File: config.mk
export PLATFORM = sky130hd
export DESIGN_NAME = http_response_deframer_flat
export DESIGN_NICKNAME = d
export VERILOG_FILES = /design/src/rtl/hrd_pkg.sv /design/src/rtl/hrd_if.sv /design/src/rtl/hrd_core.sv /design/src/rtl/hrd_out_buf.sv /design/src/rtl/http_response_deframer.sv /design/src/flat_wrapper.sv
export SDC_FILE = /design/constraint.sdc
export NUM_CORES = 1
export LEC_CHECK = 0
export BUFFER_PORTS_ARGS = -buffer_cell sky130_fd_sc_hd__buf_2
export CORE_UTILIZATION = 65
export DETAILED_ROUTE_END_ITERATION = 8
export PLACE_DENSITY = 0.82
export SETUP_SLACK_MARGIN = 0.3
export SYNTH_ARGS = -nofsm -noshare
export SYNTH_HDL_FRONTEND = slang
export SYNTH_SLANG_ARGS = --single-unit
export TNS_END_PERCENT = 50
File: constraint.sdc
create_clock -name clk -period 17 [get_ports clk]
set_clock_uncertainty 0.05 [all_clocks]
set_input_delay 0 -clock clk [delete_from_list [all_inputs] [get_ports clk]]
set_output_delay 0 -clock clk [all_outputs]
set_load 0.01 [all_outputs]
File: src/rtl/hrd_pkg.sv
// ----------------------------------------------------------------------------
// hrd_pkg
// Types and constants shared by the HTTP response deframer.
// ----------------------------------------------------------------------------
package hrd_pkg;

	typedef enum logic [3:0] {
		PH_IDLE    = 4'd0,
		PH_PREFIX  = 4'd1,
		PH_SEEK    = 4'd2,
		PH_SWS     = 4'd3,
		PH_SDIG    = 4'd4,
		PH_HDR     = 4'd5,
		PH_PLAIN   = 4'd6,
		PH_CSTART  = 4'd7,
		PH_CDIG    = 4'd8,
		PH_CEXT    = 4'd9,
		PH_CDATA   = 4'd10,
		PH_TRAIL   = 4'd11,
		PH_SWALLOW = 4'd12,
		PH_DRAIN   = 4'd13
	} phase_t;

	localparam logic [1:0] KIND_BODY   = 2'd0;
	localparam logic [1:0] KIND_FINISH = 2'd1;
	localparam logic [1:0] KIND_ERROR  = 2'd2;

	localparam logic [1:0] ERR_MALFORMED = 2'd0;
	localparam logic [1:0] ERR_STATUS    = 2'd1;
	localparam logic [1:0] ERR_NONOK     = 2'd2;
	localparam logic [1:0] ERR_EMPTY     = 2'd3;

	// key matcher codes (below the key length = position in key)
	localparam logic [4:0] KM_WS   = 5'd16;
	localparam logic [4:0] KM_DIG  = 5'd17;
	localparam logic [4:0] KM_SCAN = 5'd18;
	localparam logic [4:0] KM_DONE = 5'd30;
	localparam logic [4:0] KM_DEAD = 5'd31;

	localparam logic [9:0] STATUS_MAX = 10'd999;
	localparam logic [9:0] STATUS_LO  = 10'd200;
	localparam logic [9:0] STATUS_HI  = 10'd299;

	typedef struct packed {
		logic [1:0] kind;
		logic [7:0] body_byte;
		logic [9:0] status_code;
		logic [1:0] error_code;
		logic [23:0] body_length;
		logic       last;
	} result_t;

	function automatic logic [7:0] len_key_char(input logic [4:0] i);
		logic [7:0] c;
		case (i)
			5'd0: c = "c";  5'd1: c = "o";  5'd2: c = "n";  5'd3: c = "t";
			5'd4: c = "e";  5'd5: c = "n";  5'd6: c = "t";  5'd7: c = "-";
			5'd8: c = "l";  5'd9: c = "e";  5'd10: c = "n"; 5'd11: c = "g";
			5'd12: c = "t"; 5'd13: c = "h"; 5'd14: c = ":";
			default: c = 8'h00;
		endcase
		return c;
	endfunction

	function automatic logic [7:0] enc_key_char(input logic [4:0] i);
		logic [7:0] c;
		case (i)
			5'd0: c = "t";  5'd1: c = "r";  5'd2: c = "a";  5'd3: c = "n";
			5'd4: c = "s";  5'd5: c = "f";  5'd6: c = "e";  5'd7: c = "r";
			5'd8: c = "-";  5'd9: c = "e";  5'd10: c = "n"; 5'd11: c = "c";
			5'd12: c = "o"; 5'd13: c = "d"; 5'd14: c = "i"; 5'd15: c = "n";
			5'd16: c = "g"; 5'd17: c = ":";
			default: c = 8'h00;
		endcase
		return c;
	endfunction

	function automatic logic [7:0] word_char(input logic [2:0] i);
		logic [7:0] c;
		case (i)
			3'd0: c = "c"; 3'd1: c = "h"; 3'd2: c = "u"; 3'd3: c = "n";
			3'd4: c = "k"; 3'd5: c = "e"; 3'd6: c = "d";
			default: c = 8'h00;
		endcase
		return c;
	endfunction

	function automatic logic [7:0] prefix_char(input logic [2:0] i);
		logic [7:0] c;
		case (i)
			3'd0: c = "H"; 3'd1: c = "T"; 3'd2: c = "T"; 3'd3: c = "P"; 3'd4: c = "/";
			default: c = 8'h00;
		endcase
		return c;
	endfunction

	function automatic logic is_digit(input logic [7:0] b);
		return (b >= "0") && (b <= "9");
	endfunction

	// value 16 means not a hex digit
	function automatic logic [4:0] hex_val(input logic [7:0] b);
		logic [4:0] v;
		if (b >= "0" && b <= "9") v = 5'(b - "0");
		else if (b >= "a" && b <= "f") v = 5'(b - "a" + 8'd10);
		else if (b >= "A" && b <= "F") v = 5'(b - "A" + 8'd10);
		else v = 5'd16;
		return v;
	endfunction

endpackage

File: src/rtl/hrd_if.sv
// ----------------------------------------------------------------------------
// hrd_if
// Valid/ready channel interfaces for the deframer.
// ----------------------------------------------------------------------------
interface hrd_in_if;
	logic       valid;
	logic       ready;
	logic [7:0] data_byte;
	logic       stream_end;
	modport source (output valid, data_byte, stream_end, input ready);
	modport sink (input valid, data_byte, stream_end, output ready);
endinterface

interface hrd_out_if;
	logic        valid;
	logic        ready;
	logic [1:0]  kind;
	logic [7:0]  body_byte;
	logic [9:0]  status_code;
	logic [1:0]  error_code;
	logic [23:0] body_length;
	logic        last;
	modport source (output valid, kind, body_byte, status_code, error_code,
		body_length, last, input ready);
	modport sink (input valid, kind, body_byte, status_code, error_code,
		body_length, last, output ready);
endinterface

interface hrd_cfg_if;
	logic valid;
	logic ready;
	logic accept_only_success;
	modport source (output valid, accept_only_success, input ready);
	modport sink (input valid, accept_only_success, output ready);
endinterface

File: src/rtl/hrd_core.sv
// ----------------------------------------------------------------------------
// hrd_core
// Per-byte parser state update: prefix, status, header keys, body, chunks.
// ----------------------------------------------------------------------------
module hrd_core #(
	parameter int unsigned MAX_BYTES = 8388608
) (
	input  logic                 clk,
	input  logic                 arst_n,
	input  logic                 step,
	input  logic [7:0]           b,
	input  logic                 se,
	input  logic                 only_ok,
	output logic [1:0]           n_res,
	output hrd_pkg::result_t     res0,
	output hrd_pkg::result_t     res1
);
	localparam logic [24:0] CAPW = 25'(MAX_BYTES);

	hrd_pkg::phase_t phase_q, ph;
	logic [24:0] byte_count_q, bc;
	logic [9:0]  status_q, st;
	logic [2:0]  prefix_q, pm;
	logic [31:0] tail_q;
	logic        line_start_q, ls;
	logic [4:0]  lkm_q, lkm, ckm_q, ckm;
	logic [2:0]  cwm_q, cwm;
	logic [24:0] decl_q, decl;
	logic        known_q, known;
	logic        chunked_q, chunked;
	logic [23:0] crem_q, crem;
	logic [23:0] body_q, bodyc;

	logic [7:0] p1, p2, p3, p4, c;
	logic       fin, hdr_end;
	logic [2:0] verdict;
	logic [4:0] hv;
	logic [13:0] dec10;
	logic [28:0] dsum;
	logic [28:0] hsum;
	logic [25:0] asum;

	function automatic hrd_pkg::result_t mk(input logic [1:0] k, input logic [7:0] by,
		input logic [9:0] s, input logic [1:0] e, input logic [23:0] bl);
		hrd_pkg::result_t r;
		r.kind = k;
		r.body_byte = by;
		r.status_code = s;
		r.error_code = e;
		r.body_length = bl;
		r.last = (k != hrd_pkg::KIND_BODY);
		return r;
	endfunction

	always_comb begin
		ph = phase_q; bc = byte_count_q; st = status_q; pm = prefix_q;
		ls = line_start_q; lkm = lkm_q; ckm = ckm_q; cwm = cwm_q; decl = decl_q;
		known = known_q; chunked = chunked_q; crem = crem_q; bodyc = body_q;
		p1 = tail_q[7:0]; p2 = tail_q[15:8]; p3 = tail_q[23:16]; p4 = tail_q[31:24];
		c = b | 8'h20;
		fin = 1'b0; hdr_end = 1'b0;
		n_res = 2'd0;
		res0 = mk(hrd_pkg::KIND_BODY, 8'd0, 10'd0, 2'd0, 24'd0);
		res1 = res0;
		verdict = 3'd4; hv = 5'd0; dec10 = 14'd0; dsum = 29'd0; hsum = 29'd0; asum = 26'd0;

		if (se) begin
			if (phase_q != hrd_pkg::PH_DRAIN) begin
				n_res = 2'd1;
				if (phase_q == hrd_pkg::PH_IDLE)
					res0 = mk(hrd_pkg::KIND_ERROR, 8'd0, status_q, hrd_pkg::ERR_EMPTY, body_q);
				else if (phase_q == hrd_pkg::PH_PREFIX || byte_count_q < 25'd12)
					res0 = mk(hrd_pkg::KIND_ERROR, 8'd0, status_q, hrd_pkg::ERR_MALFORMED,
						body_q);
				else if (phase_q <= hrd_pkg::PH_HDR && status_q == 10'd0)
					res0 = mk(hrd_pkg::KIND_ERROR, 8'd0, status_q, hrd_pkg::ERR_STATUS, body_q);
				else if (phase_q <= hrd_pkg::PH_HDR && only_ok &&
						(status_q < hrd_pkg::STATUS_LO || status_q > hrd_pkg::STATUS_HI))
					res0 = mk(hrd_pkg::KIND_ERROR, 8'd0, status_q, hrd_pkg::ERR_NONOK, body_q);
				else
					res0 = mk(hrd_pkg::KIND_FINISH, 8'd0, status_q, 2'd0, body_q);
			end
			ph = hrd_pkg::PH_IDLE; bc = '0; st = '0; pm = '0; ls = 1'b1; lkm = '0;
			ckm = '0; cwm = '0; decl = '0; known = 1'b0; chunked = 1'b0; crem = '0;
			bodyc = '0;
		end else if (phase_q != hrd_pkg::PH_DRAIN) begin
			if (ph == hrd_pkg::PH_IDLE) ph = hrd_pkg::PH_PREFIX;
			bc = byte_count_q + 25'd1;
			if (ph <= hrd_pkg::PH_HDR) begin
				// header key matchers
				if (lkm != hrd_pkg::KM_DONE) begin
					if (line_start_q && lkm == hrd_pkg::KM_DEAD) lkm = 5'd0;
					if (lkm < 5'd15) begin
						if (c == hrd_pkg::len_key_char(lkm)) begin
							lkm = lkm + 5'd1;
							if (lkm == 5'd15) lkm = hrd_pkg::KM_WS;
						end else lkm = hrd_pkg::KM_DEAD;
					end else if (lkm == hrd_pkg::KM_WS) begin
						if (b == 8'h20 || b == 8'h09) begin
						end else if (hrd_pkg::is_digit(b)) begin
							decl = 25'(b - "0");
							lkm = hrd_pkg::KM_DIG;
						end else lkm = hrd_pkg::KM_DONE;
					end else if (lkm == hrd_pkg::KM_DIG) begin
						if (hrd_pkg::is_digit(b)) begin
							dsum = 29'({decl_q, 3'b000}) + 29'({decl_q, 1'b0}) + 29'(b - "0");
							decl = (dsum > 29'(CAPW)) ? CAPW : 25'(dsum);
						end else begin
							lkm = hrd_pkg::KM_DONE;
							known = 1'b1;
						end
					end
				end
				if (ckm != hrd_pkg::KM_DONE) begin
					if (line_start_q && ckm == hrd_pkg::KM_DEAD) ckm = 5'd0;
					if (ckm < 5'd18) begin
						if (c == hrd_pkg::enc_key_char(ckm)) begin
							ckm = ckm + 5'd1;
							if (ckm == 5'd18) begin
								ckm = hrd_pkg::KM_SCAN;
								cwm = 3'd0;
							end
						end else ckm = hrd_pkg::KM_DEAD;
					end else if (ckm == hrd_pkg::KM_SCAN) begin
						if (b == 8'h0A) ckm = hrd_pkg::KM_DONE;
						else begin
							if (cwm < 3'd7 && c == hrd_pkg::word_char(cwm)) cwm = cwm + 3'd1;
							else cwm = (c == "c") ? 3'd1 : 3'd0;
							if (cwm == 3'd7) begin
								chunked = 1'b1;
								ckm = hrd_pkg::KM_DONE;
							end
						end
					end
				end
				ls = (b == 8'h0A);

				case (ph)
					hrd_pkg::PH_PREFIX: begin
						if (b == hrd_pkg::prefix_char(pm)) begin
							pm = pm + 3'd1;
							if (pm == 3'd5) ph = hrd_pkg::PH_SEEK;
						end else begin
							n_res = 2'd1;
							res0 = mk(hrd_pkg::KIND_ERROR, 8'd0, st, hrd_pkg::ERR_MALFORMED,
								bodyc);
							fin = 1'b1;
						end
					end
					hrd_pkg::PH_SEEK: if (b == 8'h20) ph = hrd_pkg::PH_SWS;
					hrd_pkg::PH_SWS: begin
						if (b == 8'h20 || b == 8'h09) begin
						end else if (hrd_pkg::is_digit(b)) begin
							st = 10'(b - "0");
							ph = hrd_pkg::PH_SDIG;
						end else ph = hrd_pkg::PH_HDR;
					end
					hrd_pkg::PH_SDIG: begin
						if (hrd_pkg::is_digit(b)) begin
							dec10 = 14'({status_q, 3'b000}) + 14'({status_q, 1'b0}) + 14'(b - "0");
							st = (dec10 > 14'(hrd_pkg::STATUS_MAX)) ? hrd_pkg::STATUS_MAX
								: 10'(dec10);
						end else ph = hrd_pkg::PH_HDR;
					end
					default: ;
				endcase

				hdr_end = !fin && ph != hrd_pkg::PH_PREFIX && b == 8'h0A &&
					(p1 == 8'h0A || (p1 == 8'h0D && p2 == 8'h0A && p3 == 8'h0D));
				if (hdr_end) begin
					if (st == 10'd0) verdict = 3'(hrd_pkg::ERR_STATUS);
					else if (only_ok && (st < hrd_pkg::STATUS_LO || st > hrd_pkg::STATUS_HI))
						verdict = 3'(hrd_pkg::ERR_NONOK);
					if (verdict < 3'd4) begin
						n_res = 2'd1;
						res0 = mk(hrd_pkg::KIND_ERROR, 8'd0, st, 2'(verdict), bodyc);
						fin = 1'b1;
					end else begin
						if (known) begin
							asum = 26'(bc) + 26'(decl);
							decl = (asum > 26'(CAPW)) ? CAPW : 25'(asum);
						end
						if (known && decl <= bc) begin
							n_res = 2'd1;
							res0 = mk(hrd_pkg::KIND_FINISH, 8'd0, st, 2'd0, bodyc);
							fin = 1'b1;
						end else ph = chunked ? hrd_pkg::PH_CSTART : hrd_pkg::PH_PLAIN;
					end
				end
			end else begin
				hv = hrd_pkg::hex_val(b);
				case (ph)
					hrd_pkg::PH_PLAIN: begin
						bodyc = body_q + 24'd1;
						n_res = 2'd1;
						res0 = mk(hrd_pkg::KIND_BODY, b, st, 2'd0, bodyc);
					end
					hrd_pkg::PH_CSTART: begin
						if (hv < 5'd16) begin
							crem = 24'(hv);
							ph = hrd_pkg::PH_CDIG;
						end else if (!(b == 8'h20 || (b >= 8'd9 && b <= 8'd13)))
							ph = hrd_pkg::PH_SWALLOW;
					end
					hrd_pkg::PH_CDIG, hrd_pkg::PH_CEXT: begin
						if (ph == hrd_pkg::PH_CDIG && hv < 5'd16) begin
							hsum = {crem_q, 4'h0} + 29'(hv[3:0]);
							crem = (hsum > 29'hFFFFFF) ? 24'hFFFFFF : 24'(hsum);
						end else if (b == 8'h0A)
							ph = (crem_q == 24'd0) ? hrd_pkg::PH_TRAIL : hrd_pkg::PH_CDATA;
						else ph = hrd_pkg::PH_CEXT;
					end
					hrd_pkg::PH_CDATA: begin
						bodyc = body_q + 24'd1;
						n_res = 2'd1;
						res0 = mk(hrd_pkg::KIND_BODY, b, st, 2'd0, bodyc);
						if (crem_q > 24'd0) crem = crem_q - 24'd1;
						if (crem == 24'd0) ph = hrd_pkg::PH_CSTART;
					end
					hrd_pkg::PH_TRAIL: begin
						if (b == 8'h0A && (p1 == 8'h0A || (p1 == 8'h0D && p2 == 8'h0A))) begin
							n_res = 2'd1;
							res0 = mk(hrd_pkg::KIND_FINISH, 8'd0, st, 2'd0, bodyc);
							fin = 1'b1;
						end
					end
					hrd_pkg::PH_SWALLOW: begin
						if (b == 8'h0A && p1 == 8'h0D && p2 == 8'h0A && p3 == 8'h0D && p4 == "0")
						begin
							n_res = 2'd1;
							res0 = mk(hrd_pkg::KIND_FINISH, 8'd0, st, 2'd0, bodyc);
							fin = 1'b1;
						end
					end
					default: ;
				endcase
				if (!fin && known && bc >= decl) begin
					if (n_res == 2'd0) res0 = mk(hrd_pkg::KIND_FINISH, 8'd0, st, 2'd0, bodyc);
					else res1 = mk(hrd_pkg::KIND_FINISH, 8'd0, st, 2'd0, bodyc);
					n_res = n_res + 2'd1;
					fin = 1'b1;
				end
			end

			// byte cap: ends as at stream end (phase already advanced)
			if (!fin && bc >= CAPW) begin
				if (ph == hrd_pkg::PH_PREFIX || bc < 25'd12)
					res1 = mk(hrd_pkg::KIND_ERROR, 8'd0, st, hrd_pkg::ERR_MALFORMED, bodyc);
				else if (ph <= hrd_pkg::PH_HDR && st == 10'd0)
					res1 = mk(hrd_pkg::KIND_ERROR, 8'd0, st, hrd_pkg::ERR_STATUS, bodyc);
				else if (ph <= hrd_pkg::PH_HDR && only_ok &&
						(st < hrd_pkg::STATUS_LO || st > hrd_pkg::STATUS_HI))
					res1 = mk(hrd_pkg::KIND_ERROR, 8'd0, st, hrd_pkg::ERR_NONOK, bodyc);
				else
					res1 = mk(hrd_pkg::KIND_FINISH, 8'd0, st, 2'd0, bodyc);
				if (n_res == 2'd0) res0 = res1;
				n_res = n_res + 2'd1;
				fin = 1'b1;
			end
			if (fin) ph = hrd_pkg::PH_DRAIN;
		end
	end

	always_ff @(posedge clk or negedge arst_n) begin
		if (!arst_n) begin
			phase_q <= hrd_pkg::PH_IDLE;
			byte_count_q <= '0; status_q <= '0; prefix_q <= '0; tail_q <= '0;
			line_start_q <= 1'b1; lkm_q <= '0; ckm_q <= '0; cwm_q <= '0;
			decl_q <= '0; known_q <= 1'b0; chunked_q <= 1'b0; crem_q <= '0; body_q <= '0;
		end else if (step) begin
			phase_q <= ph; byte_count_q <= bc; status_q <= st; prefix_q <= pm;
			tail_q <= se ? 32'd0 : (phase_q == hrd_pkg::PH_DRAIN ? tail_q : {tail_q[23:0], b});
			line_start_q <= ls; lkm_q <= lkm; ckm_q <= ckm; cwm_q <= cwm;
			decl_q <= decl; known_q <= known; chunked_q <= chunked; crem_q <= crem;
			body_q <= bodyc;
		end
	end
endmodule

File: src/rtl/hrd_out_buf.sv
// ----------------------------------------------------------------------------
// hrd_out_buf
// Result queue: up to two results per request, drained one per cycle while the output is ready.
// ----------------------------------------------------------------------------
module hrd_out_buf (
	input  logic             clk,
	input  logic             arst_n,
	input  logic             push,
	input  logic [1:0]       n_res,
	input  hrd_pkg::result_t res0,
	input  hrd_pkg::result_t res1,
	output logic             space,
	hrd_out_if.source        o
);
	hrd_pkg::result_t mem_q [4];
	logic [1:0] rd_q, wr_q;
	logic [2:0] cnt_q;
	logic pop;

	assign pop = o.valid && o.ready;
	assign o.valid = (cnt_q != 3'd0);
	assign o.kind = mem_q[rd_q].kind;
	assign o.body_byte = mem_q[rd_q].body_byte;
	assign o.status_code = mem_q[rd_q].status_code;
	assign o.error_code = mem_q[rd_q].error_code;
	assign o.body_length = mem_q[rd_q].body_length;
	assign o.last = mem_q[rd_q].last;
	// room for a worst-case request of two results
	assign space = (cnt_q <= 3'd2);

	always_ff @(posedge clk) begin
		if (push && n_res != 2'd0) mem_q[wr_q] <= res0;
		if (push && n_res == 2'd2) mem_q[wr_q + 2'd1] <= res1;
	end

	always_ff @(posedge clk or negedge arst_n) begin
		if (!arst_n) begin
			rd_q <= '0; wr_q <= '0; cnt_q <= '0;
		end else begin
			if (pop) rd_q <= rd_q + 2'd1;
			if (push) wr_q <= wr_q + n_res;
			cnt_q <= cnt_q + (push ? 3'(n_res) : 3'd0) - (pop ? 3'd1 : 3'd0);
		end
	end
endmodule

File: src/rtl/http_response_deframer.sv
// ----------------------------------------------------------------------------
// http_response_deframer
// HTTP/1.x response parser with content-length and chunked body decoding.
// ----------------------------------------------------------------------------
// Results: the core is combinational; a byte's results are registered into the result queue when it is accepted.
// Throughput: one byte per cycle; input stalls only while three or more
// results wait in the four-entry result queue (output backpressure).
// Reset (arst_n low): parser idle, config cleared, result queue empty.
module http_response_deframer #(
	parameter int unsigned MAX_BYTES = 8388608
) (
	input logic       clk,
	input logic       arst_n,
	hrd_in_if.sink    in_ch,
	hrd_out_if.source out_ch,
	hrd_cfg_if.sink   cfg
);
	logic only_ok_q;
	logic space, step;
	logic [1:0] n_res;
	hrd_pkg::result_t res0, res1;

	assign cfg.ready = 1'b1;
	assign in_ch.ready = space;
	assign step = in_ch.valid && in_ch.ready;

	always_ff @(posedge clk or negedge arst_n) begin
		if (!arst_n) only_ok_q <= 1'b0;
		else if (cfg.valid) only_ok_q <= cfg.accept_only_success;
	end

	hrd_core #(.MAX_BYTES(MAX_BYTES)) u_core (
		.clk(clk), .arst_n(arst_n), .step(step), .b(in_ch.data_byte),
		.se(in_ch.stream_end), .only_ok(only_ok_q), .n_res(n_res), .res0(res0), .res1(res1)
	);

	hrd_out_buf u_buf (
		.clk(clk), .arst_n(arst_n), .push(step), .n_res(n_res), .res0(res0), .res1(res1),
		.space(space), .o(out_ch)
	);
endmodule

File: src/flat_wrapper.sv
// flat-port wrapper written by rule: the top's interface ports become plain ports
module http_response_deframer_flat 
#(
	parameter int unsigned MAX_BYTES = 8388608
)
  (clk, arst_n, in_ch_valid, in_ch_data_byte, in_ch_stream_end, in_ch_ready, out_ch_valid, out_ch_kind, out_ch_body_byte, out_ch_status_code, out_ch_error_code, out_ch_body_length, out_ch_last, out_ch_ready, cfg_valid, cfg_accept_only_success, cfg_ready);
  hrd_in_if in_ch_i ();
  hrd_out_if out_ch_i ();
  hrd_cfg_if cfg_i ();
  input logic clk;
  input logic arst_n;
  input wire logic [$bits(in_ch_i.valid)-1:0] in_ch_valid;
  input wire logic [$bits(in_ch_i.data_byte)-1:0] in_ch_data_byte;
  input wire logic [$bits(in_ch_i.stream_end)-1:0] in_ch_stream_end;
  output wire logic [$bits(in_ch_i.ready)-1:0] in_ch_ready;
  output wire logic [$bits(out_ch_i.valid)-1:0] out_ch_valid;
  output wire logic [$bits(out_ch_i.kind)-1:0] out_ch_kind;
  output wire logic [$bits(out_ch_i.body_byte)-1:0] out_ch_body_byte;
  output wire logic [$bits(out_ch_i.status_code)-1:0] out_ch_status_code;
  output wire logic [$bits(out_ch_i.error_code)-1:0] out_ch_error_code;
  output wire logic [$bits(out_ch_i.body_length)-1:0] out_ch_body_length;
  output wire logic [$bits(out_ch_i.last)-1:0] out_ch_last;
  input wire logic [$bits(out_ch_i.ready)-1:0] out_ch_ready;
  input wire logic [$bits(cfg_i.valid)-1:0] cfg_valid;
  input wire logic [$bits(cfg_i.accept_only_success)-1:0] cfg_accept_only_success;
  output wire logic [$bits(cfg_i.ready)-1:0] cfg_ready;
  assign in_ch_i.valid = in_ch_valid;
  assign in_ch_i.data_byte = in_ch_data_byte;
  assign in_ch_i.stream_end = in_ch_stream_end;
  assign in_ch_ready = in_ch_i.ready;
  assign out_ch_valid = out_ch_i.valid;
  assign out_ch_kind = out_ch_i.kind;
  assign out_ch_body_byte = out_ch_i.body_byte;
  assign out_ch_status_code = out_ch_i.status_code;
  assign out_ch_error_code = out_ch_i.error_code;
  assign out_ch_body_length = out_ch_i.body_length;
  assign out_ch_last = out_ch_i.last;
  assign out_ch_i.ready = out_ch_ready;
  assign cfg_i.valid = cfg_valid;
  assign cfg_i.accept_only_success = cfg_accept_only_success;
  assign cfg_ready = cfg_i.ready;
  http_response_deframer #(.MAX_BYTES(MAX_BYTES)) u_core (.clk(clk), .arst_n(arst_n), .in_ch(in_ch_i), .out_ch(out_ch_i), .cfg(cfg_i));
endmodule
==> metrics.md, run 1 <==
| Metric | Value |
|---|---|
| HPWL after DPL | 65.95 mm |
| Vias in the first global route | 26260 |
| Initial antenna violation count | 3 |
| Die outline height | 211.6 um |
| Detailed Routing Iterations Pass 1 | 7 |
| R2R setup slack | 2.98 ns |
| # setup viols final | 0 |
| Global-route wire length before repair | 149.2 mm |
| Vias per inst | 7.320 |
| Post-synth EDFFs | 156 |
| # DRC | 0 |
| Maximum vdd drop | 0.1053 mV |
| Nets | 3360 |
| Largest net degree at the start of global routing | about 100 |
| Final Cell Area | 0.03055 mm2 |
| #FFs+latches synth | 359 |
| Pwr dens | 151.5 mW/mm2 |
| Placer Congestion | 0.9979 |
| R2R depth | 47 |
| RR Startpoint | u_core.u_core.decl_q[6] |
| Crit path launch type | input port |
| Fmax | 67.45 MHz |
| Final core occ | 70.77% |
| Antenna violation net count after detailed routing | 0 |
| Max_cap viols | 0 |
| Post-synth cell types | about 110 |
| Syn_area_per_cell | between 8 and 9 um2 |
| Worst path most repeated cell | ha_1 |
| Syn_nets | 3415 |
| Remaining global-route overflow | 0 |
| # IOs | 65 |
| Crit Path Class | input port to register |
| Die Wd | 211.6 um |
| Number of gates resized after cts | 0 |
| CTS Buf Count | 40 |
| Sequential share of the synthesized area | approximately a third |
| Synth top area share | 16.41% |
| DR vias | 27510 |
| Final worst path period share | between 80 and 90% |
| Period minus WS final | 14.83 ns |
| Fin Setup TNS | 0 ns |
| Crit path DAT | 14.82 ns |
| Post-synth ARST share | a little under half |
| Commonest non-fill, non-tap cell in the layout | o21ai_0 |
| Top cells by area, synth | edfxtp_1 16%, dfrtp_1 15%, ha_1 7.4%, o21ai_0 4.6%, mux4_2 3.8% |
| Cell Area, Synth | 0.02855 mm2 |
| Area leader, netlist | edfxtp_1 |
| CP Capture Type | register |
| DP Area | 0.02907 mm2 |
| CTS Hold Buffers Added | 11 |
| Cells after Synth | 3196 |
| Synth warnings | 0 |
| P&R area growth vs syn | 7.026% |
| Setup bufs post-CTS | 0 |
| Status | completed |
| CTS clock-pin slew for the worst setup and hold paths | 0.06 ns |
| Critical path launch point | in_ch_data_byte[4] |
| Final Max Slew Viols | 0 |
| Clock buffer depth | 3 |
| Top_reg_cell synth | dfrtp_1 |
| Site Rows | 76 |
| Port Buf Inserts | between 60 and 70 |
| Core outline area | 0.04317 mm2 |
| Initial Util | 66.12% |
| Total Die Area | 0.04476 mm2 |
| Type of the worst min-delay path | input port to register |
| CP required | 16.99 ns |
| Hold Vio Cnt, Final | 0 |
| Most frequent cells in the layout | 260 x o21ai_0, 259 x nor2_1, 240 x nand2_1 |
| Total GRT Usage | 42.91% |
| H-tree levels | 2 |
| TritonCTS Sinks | 359 |
| Register area | 0.009610 mm2 |
| Critical path peak fanout | 56 |
| 1st-iter DRT viols | 4036 |
| Slowest cell delay on critical path | 0.83 ns |
| Filler instances | 3264 |
| Layout cells sized above 1 | 9.899% |
| RSZ-0062 raised after global routing | false |
| Leak | 12.26 nW |
| Total Routed Length | 96.57 mm |
| Multi-input gate area | 0.01751 mm2 |
| Slowest CP cell | nand2_2 |
| FF-to-FF End | u_core.u_buf.mem_q[0][23] |
| Worst setup path endpoint | u_core.u_buf.mem_q[0][23] |
| TritonCTS clock tree | yes |
| Wirelength per Cell | roughly 26 um |
| Clock Tree Root | clkbuf_16 |
| Worst-margin pin slew | 1.434 ns |
| Worst skew pair latency | 0.58 ns |
| Slew margin rel. | 4.041% |
## worst min path at each step
stage                             from                         to  slack, ns  cells after the start
global placement                arst_n   u_core.u_core.crem_q[10]       0.14                      1
detailed placement              arst_n   u_core.u_core.crem_q[12]       0.14                      1
CTS                 in_ch_data_byte[0]  u_core.u_buf.mem_q[1][37]       0.01                      3
floorplan                       arst_n           u_core.only_ok_q      -0.35                      0
global route        in_ch_data_byte[2]    u_core.u_core.tail_q[2]       0.05                      3
finish              in_ch_data_byte[2]    u_core.u_core.tail_q[2]       0.03                      3
## report_power, final
group,switching (W),internal (W)
registers,0.000227,0.00104
clock network,0.000380,0.000541
logic,0.00151,0.000930
## kinds of logic after synthesis
group                      count (synthesis)  synth area share [%]
buffers and inverters                    365                 5.181
DFF                                      359                 33.65
xor gates and xnor gates                 124                 3.805
adders and majority gates                204                 9.862
AOI/OAI and AO/OA                       1108                 26.58
and+or+nand+nor                          975                 16.68
other                                      1               0.01314
muxes                                     60                 4.230
## synth_stat cells (all sizes together), types with 60 or more instances
cell type and count:
nor2 260, edfxtp 156, xor2 60, ha 169
a21oi 175, inv 146, buf 75, nor3 89
nand3 116, dfrtp 170, o21ai 272, o22ai 156
a22o 61, nand2 247, xnor2 64, clkbuf 142
## registers in the layout, summed over array words and instances (netlist names), 4 cells and up
signal and count:
u_core.u_buf.mem_q 188, u_core.u_core.body_q 24, u_core.u_core.byte_count_q 25, u_core.u_core.ckm_q 5, u_core.u_core.crem_q 24, u_core.u_core.decl_q 25, u_core.u_core.lkm_q 5, u_core.u_core.phase_q 4
u_core.u_core.status_q 10, u_core.u_core.tail_q 32
## worst max-delay path: cells and delay by family
family                   cells  cell delay [ns]
buffers and inverters        7             2.53
AO/OA/AOI/OAI               24             6.13
AND/OR/NAND/NOR             14             3.44
XOR/XNOR                     1             0.22
adder cells (fa/ha/maj)      7             2.34
## metal layers
metal  GRT usage, %  part of all wire [%]  routed length (um)  vias up
li1               -                     -                   -    12010
met1          52.39                    36               34500    12930
met2          68.22                    46               44030     2049
met3          9.346                    11               10660      520
met4          29.04                   7.6                7342        6
met5              0                 0.035                  34        -
## cell type report
class                           instances  share of cell area, %
Multi-Input combinational cell       2472                  57.30
Sequential cell                       359                  31.46
Clock buffer                           51                  3.649
Timing Repair Buffer                  120                  2.543
Tap cell                              585                  2.396
Inverter                              148                  1.818
Clock inverter                         22                 0.8273
Antenna cell                            1               0.008191
## metrics by stage
| step | setup slack (ns) | cells | total power (W) | hold slack (ns) |
|---|---|---|---|---|
| 5_1_grt | 1.218 | 3757 | 0.004879 | 0.04648 |
| 3_5_place_dp | 2.596 | 3673 | 0.003631 | 0.1383 |
| 3_3_place_gp | 3.046 | 3673 | 0.003579 | 0.1367 |
| 2_1_floorplan | 4.088 | 3196 | 0.002928 | -0.3456 |
| 6_report | 2.175 | 3758 | 0.004627 | 0.03434 |
| 4_1_cts | 2.531 | 3757 | 0.004555 | 0.01175 |
Power figures use the tool's default switching activity.
==> run 2, diff against run 1 <==
- CELL_PAD_IN_SITES_DETAIL_PLACEMENT: unset -> 1
- CELL_PAD_IN_SITES_GLOBAL_PLACEMENT: unset -> 1
- CORE_UTILIZATION: 65 -> 50
- PLACE_DENSITY: 0.82 -> unset
- PLACE_DENSITY_LB_ADDON: unset -> 0.1
- clock period: 17 -> 14.47 ns (I/O delays scaled with it)
==> metrics.md, run 2 (same netlist as run 1, synthesis figures left out) <==
| Metric | Value |
|---|---|
| Filler instances | between 6000 and 7000 |
| Leak | 12.41 nW |
| HPWL after DPL | 76.32 mm |
| Initial antenna violation count | 1 |
| Final core occ | 55.04% |
| Type of the worst min-delay path | input port to register |
| TritonCTS Sinks | 359 |
| CTS Buf Count | 43 |
| Critical path peak fanout | 39 |
| Port Buf Inserts | 63 |
| CP required | 14.66 ns |
| Final Max Slew Viols | 0 |
| Worst Hold End | u_core.u_buf.wr_q[0] |
| Register area | 0.009610 mm2 |
| Total Routed Length | 107.4 mm |
| Worst path most repeated cell | ha_1 |
| Setup WS post-layout | 1.001 ns |
| R2R setup slack | 1.48 ns |
| RSZ-0062 raised after global routing | false |
| DR vias | 27430 |
| Multi-input gate area | 0.01754 mm2 |
| CP Capture Type | register |
| Vias in the first global route | 27840 |
| Worst skew pair latency | 0.60 ns |
| Fin Setup TNS | 0 ns |
| Most frequent cells in the layout | 260 x o21ai_0, 259 x nor2_1, 238 x nand2_1 |
| Max_cap viols | 0 |
| Placer Congestion | ~0.92 |
| Die Wd | between 200 and 250 um |
| Setup Slack @ Placement | 0.6506 ns |
| Ant. Diodes | 0 |
| Clock Tree Root | clkbuf_16 |
| R2R depth | 48 |
| Crit path DAT | 13.66 ns |
| Wirelength per Cell | 27.26 um |
| Worst path top cell family by delay | compound AO/OA/AOI/OAI gates |
| Nets | 3371 |
| Hold Startpoint | in_ch_valid |
| H-tree levels | 2 |
| RR Startpoint | u_core.u_core.decl_q[2] |
| Maximum vdd drop | 0.1884 mV |
| Smallest hold slack | 0.01893 ns |
| Antenna violation net count after detailed routing | 0 |
| Die outline height | 240.9 um |
| Slew margin rel. | 12.71% |
| Total Die Area | 0.05805 mm2 |
| Worst-margin pin slew | 1.299 ns |
| Crit path launch type | input port |
| Pwr Total | 0.005610 W |
| Register name with the most flops | u_core.u_buf.mem_q |
| # DRC | 0 |
| P&R area growth vs syn | 8.722% |
| # IOs | 65 |
| Total GRT Usage | 36.90% |
| Number of flip-flops in the largest register | 188 |
| Period minus WS final | between 10 and 15 ns |
| Pwr dens | approximately 180 mW/mm2 |
| Largest net degree at the start of global routing | 106 |
| Status | completed |
| CTS clock-pin slew for the worst setup and hold paths | roughly 0.06 ns |
| TritonCTS clock tree | yes |
| FF-to-FF End | u_core.u_buf.mem_q[2][1] |
| Site Rows | 87 |
| Hold Vio Cnt, Final | 0 |
| WP buf/inv | 9 |
| Vias per inst | 6.959 |
| Detailed Routing Iterations Pass 1 | 7 |
| Commonest non-fill, non-tap cell in the layout | o21ai_0 |
| Final worst path period share | 93.08% |
| Core outline area | 0.05639 mm2 |
| Critical path launch point | in_ch_data_byte[5] |
| Clock buffer depth | 3 |
| Global-route wire length before repair | roughly 170 mm |
| Crit Path Class | input port to register |
| Top flop regs | u_core.u_buf.mem_q: 188 flops, u_core.u_core.tail_q: 32 flops |
| 1st-iter DRT viols | 2350 |
| Initial Util | 50.63% |
| Hold path cells | 4 |
| Remaining global-route overflow | 0 |
| Slowest CP cell | or4_1 |
| Slowest cell delay on critical path | approximately 0.58 ns |
| # setup viols final | 0 |
| Layout cells sized above 1 | 10.55% |
| Fmax | 74.24 MHz |
## run 2: cell count changes in the layout (fill, tap and decap cells not counted), moves of 2 or more
cell           before  now
dlygate4sd3_1      11    9
clkinvlp_4          4    2
buf_4              46   49
buf_6               1    5
clkbuf_16          42   45
nand2_1           240  238
buf_12              0    2
bufinv_16           5    7
clkinv_2            5    8
## run 2: what timing repair did
item                                   4_1_cts  5_1_grt
resized for setup                            0       14
endpoints found under the hold margin      114        0
setup endpoints to repair                    0      346
hold buffers                                 9        0
buffers inserted                             0        2
## run 2: layout make-up
type                       instances  share of cell area [%]
clock inverter                    26                   1.064
tap                              756                   3.048
sequential                       359                   30.97
inverter                         148                   1.802
multi-input combinational       2472                   56.51
timing repair buffer             128                   2.830
clock buffer                      52                   3.777
## run 2: worst reg2reg max path, delay by kind of cell, from the launching register on
family | cells | cell delay (ns)
and+or+nand+nor | 16 | 3.63
xor gates and xnor gates | 1 | 0.17
AOI/OAI and AO/OA | 22 | 5.16
buffers and inverters | 4 | 1.26
DFF | 1 | 0.58
adders and majority gates | 5 | 1.80
## run 2: per-stage QoR
| stage | cells | cell area [um2] |
|---|---|---|
| after floorplan | 3196 | 28550 |
| after global placement | 3852 | 29360 |
| after detailed placement | 3852 | 29360 |
| after CTS | 3939 | 30950 |
| after global routing | 3941 | 31040 |
| final | 3941 | 31040 |
## run 2: power by group
group	leakage, nW	switching (W)	total, W	internal [W]
Clock	0.737	0.000473	0.00118	0.000704
Combinational	7.69	0.00187	0.00298	0.00111
Sequential	3.98	0.000232	0.00146	0.00122
## run 2: worst max-delay path by stage
stage / end / slack, ns / cells past startpoint
floorplan: u_core.u_buf.mem_q[0][0] / 1.56 / 51
global placement: u_core.u_buf.mem_q[2][3] / 1.09 / 52
detailed placement: u_core.u_buf.mem_q[2][23] / 0.65 / 53
CTS: u_core.u_buf.mem_q[0][23] / 0.62 / 54
global route: u_core.u_buf.mem_q[2][1] / 0.31 / 54
finish: u_core.u_buf.mem_q[2][1] / 1.00 / 54
## run 2: layer usage
| metal | track usage [%] | vias to the layer above | share of wire [%] |
|---|---|---|---|
| li1 | - | 12050 | - |
| met1 | 48.58 | 13930 | 41 |
| met2 | 60.31 | 1193 | 48 |
| met3 | 5.799 | 254 | 7.2 |
| met4 | 15.34 | 0 | 3.9 |
| met5 | 0 | - | 0 |
